$ cat config.mk
export PLATFORM = sky130hd
export DESIGN_NAME = well512_dual_lane_prng
export DESIGN_NICKNAME = d
export VERILOG_FILES = /design/src/sv/wellp_pkg.sv /design/src/sv/wellp_cell.sv /design/src/sv/wellp_mix.sv /design/src/sv/well512_dual_lane_prng.sv
export SDC_FILE = /design/constraint.sdc
export NUM_CORES = 2
export LEC_CHECK = 0
export ABC_AREA = 1
export BUFFER_PORTS_ARGS = -buffer_cell sky130_fd_sc_hd__buf_2
export CORE_MARGIN = 2
export CORE_UTILIZATION = 30
export DETAILED_ROUTE_END_ITERATION = 12
export PLACE_DENSITY = 0.52
export SYNTH_ARGS = -nofsm -noshare
export SYNTH_HDL_FRONTEND = slang
export SYNTH_SLANG_ARGS = --single-unit
$ cat constraint.sdc
create_clock -name clk -period 4.6 [get_ports clk]
set_clock_uncertainty 0.15 [all_clocks]
set_input_delay 0.46 -clock clk [delete_from_list [all_inputs] [get_ports clk]]
set_output_delay 0.46 -clock clk [all_outputs]
set_load 0.1 [all_outputs]
$ cat src/sv/wellp_pkg.sv
// Shared types and constants for the dual-lane WELL512a generator.
// No dependencies; used by the cell, mix and top-level modules.
package wellp_pkg;

  localparam int unsigned POOL_SIZE = 16;
  localparam int unsigned PTR_W     = 4;
  localparam int unsigned WORD_W    = 64;

  // Fixed taps relative to the current word
  localparam int unsigned TAP_M1 = 13;
  localparam int unsigned TAP_M2 = 9;

  localparam logic [WORD_W-1:0] MASK_SH16 = 64'hFFFF0000FFFF0000;
  localparam logic [WORD_W-1:0] MASK_SH15 = 64'hFFFF8000FFFF8000;
  localparam logic [WORD_W-1:0] MASK_SR11 = 64'h001FFFFF001FFFFF;
  localparam logic [WORD_W-1:0] MASK_SH5  = 64'hFFFFFFE0FFFFFFE0;
  localparam logic [WORD_W-1:0] MIX_CONST = 64'hDA442D24DA442D24;
  localparam logic [WORD_W-1:0] MASK_SH2  = 64'hFFFFFFFCFFFFFFFC;
  localparam logic [WORD_W-1:0] MASK_SH18 = 64'hFFFC0000FFFC0000;
  localparam logic [WORD_W-1:0] MASK_SH28 = 64'hF0000000F0000000;

  typedef enum logic {
    OP_GEN  = 1'b0,
    OP_LOAD = 1'b1
  } op_t;

  // Per-cell control: all cells shift together on gen or rot
  typedef struct packed {
    logic gen;
    logic rot;
    logic load;
  } cell_ctl_t;

endpackage

$ cat src/sv/wellp_cell.sv
// One 64-bit word of the state ring.
// Depends on wellp_pkg for word width and the control struct.
module wellp_cell
  import wellp_pkg::*;
(
  input  logic              clk,
  input  logic              rst,
  input  cell_ctl_t         ctl,
  input  logic [WORD_W-1:0] gen_in,
  input  logic [WORD_W-1:0] next_in,
  input  logic [WORD_W-1:0] load_val,
  output logic [WORD_W-1:0] word
);

  always_ff @(posedge clk) begin
    if (rst) begin
      word <= '0;
    end else if (ctl.load) begin
      word <= load_val;
    end else if (ctl.gen) begin
      word <= gen_in;
    end else if (ctl.rot) begin
      word <= next_in;
    end
  end

endmodule

$ cat src/sv/wellp_mix.sv
// WELL512a recurrence on two packed 32-bit lanes; pure combinational.
// Depends on wellp_pkg for the lane masks.
module wellp_mix
  import wellp_pkg::*;
(
  input  logic [WORD_W-1:0] s0,
  input  logic [WORD_W-1:0] s13,
  input  logic [WORD_W-1:0] s9,
  input  logic [WORD_W-1:0] prev,
  output logic [WORD_W-1:0] nv,
  output logic [WORD_W-1:0] res
);

  logic [WORD_W-1:0] z1;
  logic [WORD_W-1:0] z2;
  logic [WORD_W-1:0] mix;

  // Masks drop bits crossing between the two 32-bit lanes
  assign z1  = s0 ^ ((s0 << 16) & MASK_SH16) ^ s13 ^ ((s13 << 15) & MASK_SH15);
  assign z2  = s9 ^ ((s9 >> 11) & MASK_SR11);
  assign nv  = z1 ^ z2;
  assign mix = nv ^ (((nv << 5) & MASK_SH5) & MIX_CONST);
  assign res = prev ^ ((prev << 2) & MASK_SH2)
             ^ z1 ^ ((z1 << 18) & MASK_SH18)
             ^ ((z2 << 28) & MASK_SH28)
             ^ mix;

endmodule

$ cat src/sv/well512_dual_lane_prng.sv
// Dual-lane WELL512a generator: each 64-bit result carries two independent 32-bit
// generators, one per half. The 16-word state sits in a ring of cells that shifts by one
// word per generate item, so the taps are fixed wires and a generate item, like a load
// into an aligned ring, is accepted every cycle unless stalled. A load writes one word and
// resets the logical pointer to zero, which the ring then catches up with by rotating one
// word per cycle with in_stall high, so the item after a load waits for alignment. Results
// sit in an output register, so a new item is taken in the cycle the previous result
// leaves. Reset clears the state to zero; an all-zero state produces only zeros.
module well512_dual_lane_prng
  import wellp_pkg::*;
(
  input  logic              clk,
  input  logic              rst,
  input  logic              in_valid,
  output logic              in_stall,
  input  logic              op,
  input  logic [PTR_W-1:0]  word_slot,
  input  logic [WORD_W-1:0] word_value,
  output logic              out_valid,
  input  logic              out_stall,
  output logic [WORD_W-1:0] random_value
);

  logic [WORD_W-1:0] words [POOL_SIZE];
  logic [PTR_W-1:0]  ptr;
  logic [PTR_W-1:0]  off;
  logic [PTR_W-1:0]  load_idx;
  logic              aligned;
  logic              in_fire;
  logic              gen_fire;
  logic              load_fire;
  logic [WORD_W-1:0] nv;
  logic [WORD_W-1:0] res;

  assign aligned   = (off == ptr);
  assign in_stall  = !aligned || (out_valid && out_stall);
  assign in_fire   = in_valid && !in_stall;
  assign gen_fire  = in_fire && (op == OP_GEN);
  assign load_fire = in_fire && (op == OP_LOAD);
  // Cell k holds logical word (off + k)
  assign load_idx  = word_slot - off;

  wellp_mix u_mix (
    .s0   (words[0]),
    .s13  (words[TAP_M1]),
    .s9   (words[TAP_M2]),
    .prev (words[POOL_SIZE-1]),
    .nv   (nv),
    .res  (res)
  );

  for (genvar k = 0; k < POOL_SIZE; k++) begin : g_cell
    localparam int unsigned NXT = (k + 1) % POOL_SIZE;
    logic [WORD_W-1:0] gin;
    cell_ctl_t         ctl;

    if (k == 0) begin : g_head
      assign gin = res;
    end else if (k == 1) begin : g_new
      assign gin = nv;
    end else begin : g_shift
      assign gin = words[k-1];
    end

    assign ctl.gen  = gen_fire;
    assign ctl.rot  = !aligned;
    assign ctl.load = load_fire && (load_idx == PTR_W'(k));

    wellp_cell u_cell (
      .clk      (clk),
      .rst      (rst),
      .ctl      (ctl),
      .gen_in   (gin),
      .next_in  (words[NXT]),
      .load_val (word_value),
      .word     (words[k])
    );
  end

  always_ff @(posedge clk) begin
    if (rst) begin
      ptr <= '0;
      off <= '0;
    end else if (load_fire) begin
      ptr <= '0;
    end else if (gen_fire) begin
      ptr <= ptr - 1'b1;
      off <= off - 1'b1;
    end else if (!aligned) begin
      off <= off + 1'b1;
    end
  end

  always_ff @(posedge clk) begin
    if (rst) begin
      out_valid <= 1'b0;
    end else if (gen_fire) begin
      out_valid <= 1'b1;
    end else if (!out_stall) begin
      out_valid <= 1'b0;
    end
  end

  always_ff @(posedge clk) begin
    if (gen_fire) begin
      random_value <= res;
    end
  end

  a_gen_aligned: assert property (@(posedge clk) disable iff (rst)
    gen_fire |-> (off == ptr))
    else $error("generate item taken with ring misaligned");

  a_gen_result: assert property (@(posedge clk) disable iff (rst)
    gen_fire |=> (out_valid && random_value == $past(res)))
    else $error("generate item did not produce a result");

  a_load_ptr: assert property (@(posedge clk) disable iff (rst)
    load_fire |=> (ptr == '0 && !$rose(out_valid)))
    else $error("load item did not clear pointer or produced a result");

  a_rot_idle: assert property (@(posedge clk) disable iff (rst)
    !aligned |=> (off == $past(off) + 1'b1) && $stable(ptr))
    else $error("ring rotation stepped wrongly");

endmodule

Word-level counts from Yosys, hierarchy flattened. Index checks and enable logic that the tools add are counted.

Input port bits: 73. Output and inout bits: 66. Register bits after elaboration: 1097. Word-level logic and storage cells: 149.

Reductions and logical operators: 26. Add/sub/neg operators: 4. Bitwise operators: 13. Equality and inequality tests: 34. Mux-type cells: 52.

Operator list (number): 64-bit two-way mux (48); 64-bit XOR (10); 64-bit by 53-bit XOR with 64-bit output (1); 3-bit by 1-bit inequality test with 1-bit output, second input constant (16); 4-bit == test, second input constant (8); 1-bit logical AND (20); 4-bit by 3-bit == test with 1-bit output, second input constant (4); 4-bit by 2-bit == test with 1-bit output, second input constant (2); 4-bit two-way mux (2); 4-bit by 1-bit subtractor with 4-bit output, second input constant (2); 4-bit by 1-bit adder with 4-bit output, second input constant (1); 4-bit by 1-bit == test with 1-bit output, second input constant (1); 4-bit == test (1); 4-bit zero test (1); 2-bit by 1-bit inequality test with 1-bit output, second input constant (2); 4-bit subtractor (1); 1-bit zero test (2); 1-bit two-way mux (2); 1-bit NOT (2); 2-bit AND reduction (1); 2-bit OR reduction (1); 1-bit logical OR (1).

Longest topological paths before layout.
Depth after elaboration: 9. Mapped depth: 20.

By module. Synthesis repeated with hierarchy kept, for this count alone.

Cells, all modules: 15276. Area, all modules: 98388.1 um2.

Modules (own cells, without submodules): wellp_cell (cells an instance 897, sequential area each 1281.2 um2, instances 16, area each 5677.9 um2); wellp_mix (cells an instance 732, sequential area each 0.0 um2, instances 1, area each 4770.8 um2); well512_dual_lane_prng (cells an instance 192, sequential area each 2102.0 um2, instances 1, area each 2770.2 um2).

Worst setup path after synthesis. No wires, ideal clock.

Path kind: reg-to-reg. Start point: register out_valid. End point: register g_cell[0].u_cell.word[37]. Data arrival time: 3809 ps. Clock period less this slack: 4077 ps. Data required time: 4332 ps. Path slack: 523 ps. Setup time: 118 ps. Buffers on the path: 2. Stages on the path, launching flop included: 9. Cells stage by stage: dfxtp_1 > nand2_1 > nand4_2 > inv_2 > clkbuf_1 > clkbuf_1 > o21ai_0 > nor2_1 > nor2_1.

Longest elaborated chain between the ends: 7.

Ends and longest elaborated chain: from (decl) (line well512_dual_lane_prng.sv:19) `output logic out_valid,`; from (signal assigned) (line well512_dual_lane_prng.sv:96) `out_valid <= 1'b0;`; from (signal assigned) (line well512_dual_lane_prng.sv:98) `out_valid <= 1'b1;`; from (signal assigned) (line well512_dual_lane_prng.sv:100) `out_valid <= 1'b0;`; 1-bit logical AND * (line well512_dual_lane_prng.sv:36) `assign in_stall = !aligned || (out_valid && out_stall);`; 1-bit logical OR * (line well512_dual_lane_prng.sv:36); 1-bit zero test * (line well512_dual_lane_prng.sv:37) `assign in_fire = in_valid && !in_stall;`; 1-bit logical AND * (line well512_dual_lane_prng.sv:37); 1-bit logical AND * (line well512_dual_lane_prng.sv:38) `assign gen_fire = in_fire && (op == OP_GEN);`; named net gen_fire (line well512_dual_lane_prng.sv:30) `logic gen_fire;`; 64-bit two-way mux (line wellp_cell.sv:20) `end else if (ctl.gen) begin`; 64-bit two-way mux (line wellp_cell.sv:18) `end else if (ctl.load) begin`; to (signal assigned) (line wellp_cell.sv:19) `word <= load_val;`; to (signal assigned) (line wellp_cell.sv:21) `word <= gen_in;`; to (signal assigned) (line wellp_cell.sv:23) `word <= next_in;`; to (decl) (line wellp_cell.sv:12) `output logic [WORD_W-1:0] word`.

The timed path passes the listed nets; every way through them passes the cells marked *. A chain may end at the register's enable or synchronous reset.

Worst setup path in the final report.
Start point: register off[0]. End point: register g_cell[9].u_cell.word[19].

Longest elaborated chain between the ends: 8.

Ends and longest elaborated chain: from (decl) (line well512_dual_lane_prng.sv:26) `logic [PTR_W-1:0] off;`; from (signal assigned) (line well512_dual_lane_prng.sv:88) `off <= off - 1'b1;`; from (signal assigned) (line well512_dual_lane_prng.sv:90) `off <= off + 1'b1;`; branches (longest 8 deep; another with 4-bit subtractor); to (signal assigned) (line wellp_cell.sv:19); to (signal assigned) (line wellp_cell.sv:21); to (signal assigned) (line wellp_cell.sv:23); to (decl) (line wellp_cell.sv:12).

Parallel ways; which one is timed is not known.

==> impl_results.rst <==
.. list-table::
   :header-rows: 1

   * - Metric
     - Value
   * - Switching pwr
     - about 0.037 W
   * - Global-route usage over all layers
     - around a quarter
   * - Remaining global-route overflow
     - 0
   * - Final setup TNS
     - 0 ps
   * - Violation count after the first detailed-route iteration
     - roughly 8,400
   * - Overall routed net length
     - roughly 290,000 um
   * - Post-Layout Inst Area
     - between 70,000 and 80,000 um^2
   * - Unrepaired setup endpoints after global routing
     - false
   * - Number of buffers inserted by port buffering
     - around 140
   * - Run status
     - completed
   * - Number of unique standard cell types used by synthesis
     - 39
   * - Worst min-delay path category
     - in -> reg
   * - Internal power
     - 0.0298 W
   * - Sequential element share of the synthesized area
     - 34.6%
   * - Nets in the synthesized netlist
     - approximately 10,000
   * - Effective utilization at floorplan
     - between 30% and 40%
   * - Leakage power summed over all cells
     - 36.2 nW
   * - Sequential Power Share
     - about a quarter
   * - Average footprint of a synthesized cell
     - approximately 6.3 um^2
   * - Portion of netlist area occupied by mux cells
     - 0%
   * - Element type at the critical path end
     - register
   * - Die outline width
     - roughly 470 um
   * - I/O pin count
     - between 100 and 150
   * - Critical-path maximum fanout
     - 24
   * - Number of cells upsized or downsized after cts
     - 0
   * - Count of endpoints failing hold in the final timing report
     - 0
   * - TritonCTS buffer count
     - between 100 and 150
   * - Weighted congestion reported at the end of routability-driven placement
     - roughly 0.85
   * - TritonCTS clock tree
     - done
   * - Switching share of total power
     - between 50% and 60%
   * - Synthesized instance count
     - approximately 10,000
   * - Worst skew pair latency
     - approximately 800 ps
   * - Post-detail-place hpwl
     - between 150,000 and 200,000 um
   * - TritonCTS Sinks
     - 1,097
   * - Clock share of power
     - between 10% and 20%
   * - R2r endpoint
     - g_cell[9].u_cell.word[19]$_SDFFE_PP0P_
   * - Fin crit share
     - between 80 and 90%
   * - Total of max-cap violations
     - 0
   * - Final layout net count
     - 10,090
   * - First-pass GRT wire length
     - between 400,000 and 500,000 um
   * - Final setup violation count
     - 0
   * - Core ar.
     - 217,000 um^2
   * - Setup slack of the worst register-to-register path
     - roughly 540 ps
   * - Die Outline Area
     - 222,000 um^2
   * - Placement-stage cell area
     - 68,100 um^2
   * - Leading cell types in the layout, fill and taps excluded
     - sky130_fd_sc_hd__nand2_1 (3,619), sky130_fd_sc_hd__inv_1 (1,353), sky130_fd_sc_hd__nand3_1 (1,185)
   * - Row count
     - 171
   * - Die extent in y
     - approximately 470 um
   * - Layout cell share with drive strength beyond 1
     - under 10%
   * - Maximum vdd ir drop
     - 1.53 mV
   * - Final-layout fill cell count
     - ~23,000
   * - DRT Pass-1 Iters
     - 8
   * - Worst hold slack
     - about 60 ps
   * - Post-synthesis share of cell area spent on full adders, half adders and majority gates
     - less than 1%
   * - Max Transition Viols Final
     - 0
   * - Cell area after synthesis
     - 65,300 um^2
   * - Transition at the pin with the smallest max-transition slack
     - around 1500 ps
   * - Worst reg-to-reg path cell count
     - 12
   * - Power per standard cell area
     - 912 nW/um^2
   * - Commonest non-fill, non-tap cell in the layout
     - sky130_fd_sc_hd__nand2_1
   * - Number of H-tree branching levels
     - 4
   * - Initial antenna violation count
     - 24
   * - Final critical-path required period
     - between 4000 and 5000 ps
   * - Number of global-route vias before repair
     - around 64,000
   * - Worst path arrival time
     - 4580 ps
   * - Startpoint of the tightest hold check path
     - word_value[21]
   * - P&R area growth vs syn
     - 11.6%
   * - Hold endpoint
     - g_cell[6].u_cell.word[21]$_SDFFE_PP0P_
   * - Area fraction in and, or, nand and nor cells after synthesis
     - 32.4%
   * - Largest net degree at the start of global routing
     - 247
   * - Achievable frequency
     - 246 MHz
   * - Critical R2R Launch
     - off[0]$_SDFFE_PP0P_
   * - Largest family of logic cells by synthesized area
     - simple AND/OR/NAND/NOR gates
   * - Number of storage elements in the synthesis netlist
     - 1,097
   * - Clock buffer depth
     - 3
   * - Startpoint kind of the worst setup timing path
     - register
   * - Slew headroom
     - ~1.9%
   * - Worst EP required
     - 5120 ps
   * - Number of warnings printed during yosys synthesis
     - 0
   * - Buffers inserted during post-CTS setup optimization
     - 0
   * - Via count of the routed design
     - between 60,000 and 70,000
   * - Average wire length per cell after detail routing
     - about 22 um
   * - Clock root buffer
     - sky130_fd_sc_hd__clkbuf_16
   * - Synth Area in Compound Gates
     - 14.3%
   * - ANT nets after route
     - 0
   * - CTS clk-pin slew, worst paths
     - 60 ps
   * - DRC errors left
     - 0
   * - Part of the total power dissipated in combinational logic
     - between 50% and 60%
   * - Category of the critical setup timing path
     - reg -> reg
   * - XOR/XNOR Fraction of Synth Area
     - 5.44%
   * - WHS Path Cells
     - 3
   * - DR vias/cell
     - roughly 5.3
## critical path, cell delays in order, from the launching register on
cell	delay (ps)
sky130_fd_sc_hd__dfxtp_1	500
sky130_fd_sc_hd__ha_4	170
sky130_fd_sc_hd__inv_1	50
sky130_fd_sc_hd__fa_1	370
sky130_fd_sc_hd__xnor2_1	410
sky130_fd_sc_hd__inv_1	130
sky130_fd_sc_hd__nor2_1	530
sky130_fd_sc_hd__nand3_2	530
sky130_fd_sc_hd__nand2_4	450
sky130_fd_sc_hd__buf_12	290
sky130_fd_sc_hd__o21ai_0	110
sky130_fd_sc_hd__o21ai_0	150
sky130_fd_sc_hd__inv_1	50
## final cells by class
cell class	count	area, um^2	area share (%)
sequential	1097	22600	31.0
antenna	6	15.0	0.0206
multi-input combinational	7095	34300	47.1
timing repair buffer	310	2850	3.91
clock buffer	202	4010	5.49
tap	2854	3570	4.90
inverter	1373	5190	7.12
clock inverter	29	357	0.489
## registers in the layout (all words and copies together) (netlist names)
signal,flops
g_cell.u_cell.word,1024
off,4
random_value,64
out_valid,1
ptr,4
## worst max path at each step
stage / end / startpoint / slack, ps
floorplan: g_cell[0].u_cell.word[37]$_SDFFE_PP0P_ / out_valid$_SDFFE_PP0P_ / 520
global placement: g_cell[9].u_cell.word[13]$_SDFFE_PP0P_ / word_slot[0] / 400
detailed placement: g_cell[9].u_cell.word[31]$_SDFFE_PP0P_ / word_slot[0] / 430
CTS: g_cell[9].u_cell.word[19]$_SDFFE_PP0P_ / off[0]$_SDFFE_PP0P_ / 580
global route: g_cell[9].u_cell.word[24]$_SDFFE_PP0P_ / off[0]$_SDFFE_PP0P_ / 340
finish: g_cell[9].u_cell.word[19]$_SDFFE_PP0P_ / off[0]$_SDFFE_PP0P_ / 540
## kinds of logic (layout without fill, tap and decap cells)
kind of cell	after synthesis	count (layout)
AND/OR/NAND/NOR	5077	5077
buffers and inverters	2226	1914
AO/OA/AOI/OAI	1605	1605
flip-flops	1097	1097
XOR/XNOR	406	406
adder cells (fa/ha/maj)	7	7
other	0	6
## per-layer routing
metal	up-vias	GRT usage [%]	routed length (um)
met4	14	11.3	14100
met3	637	3.96	25200
met1	32846	32.8	118000
met5	-	0	77
met2	3426	39.7	129000
li1	32103	-	-
## power groups by stage
| stage | logic [W] | clock network, W | registers [W] |
|---|---|---|---|
| 6_report | 0.0388 | 0.0109 | 0.0167 |
| 5_1_grt | 0.0415 | 0.0114 | 0.0171 |
| 4_1_cts | 0.0381 | 0.0111 | 0.0167 |
| 3_5_place_dp | 0.0379 | 0 | 0.0168 |
| 3_3_place_gp | 0.0376 | 0 | 0.0168 |
| 2_1_floorplan | 0.0230 | 0 | 0.0168 |
## what timing repair did
item                                   4_1_cts  5_1_grt
hold buffers                                40        0
setup endpoints to repair                    0        0
endpoints found under the hold margin      249        0
## through the flow
stage / power [W] / instances / worst slack [ps] / util, %
floorplan: 0.0399 / 10418 / 523 / -
global placement: 0.0544 / 12689 / 401 / 31.4
detailed placement: 0.0547 / 12689 / 426 / 31.4
CTS: 0.0658 / 12960 / 582 / 33.6
global route: 0.0701 / 12963 / 339 / 33.6
finish: 0.0665 / 12966 / 542 / 33.6
## cell usage after synthesis, drive strengths merged
cell type / count / area share [%]
edfxtp: 64 / 2.9
nand4: 66 / 0.64
fa: 1 / 0.031
nor3b: 2 / 0.023
nand2: 3629 / 21
nor3: 3 / 0.040
a211oi: 1 / 0.011
dfxtp: 1033 / 32
a31oi: 65 / 0.62
nor2: 67 / 0.49
clkbuf: 574 / 3.3
or2: 94 / 0.90
o21ai: 984 / 7.5
nand3: 1194 / 9.2
o221ai: 1 / 0.013
xnor2: 219 / 2.9
nand3b: 12 / 0.14
xor2: 187 / 2.5
o211ai: 480 / 5.5
buf: 279 / 2.0
ha: 6 / 0.11
nand2b: 1 / 0.0096
a22oi: 1 / 0.011
clkinv: 1 / 0.0057
a21o: 2 / 0.023
inv: 1372 / 7.9
and2: 9 / 0.086
a21oi: 71 / 0.54
No activity file was read; power rests on OpenSTA's default activity.
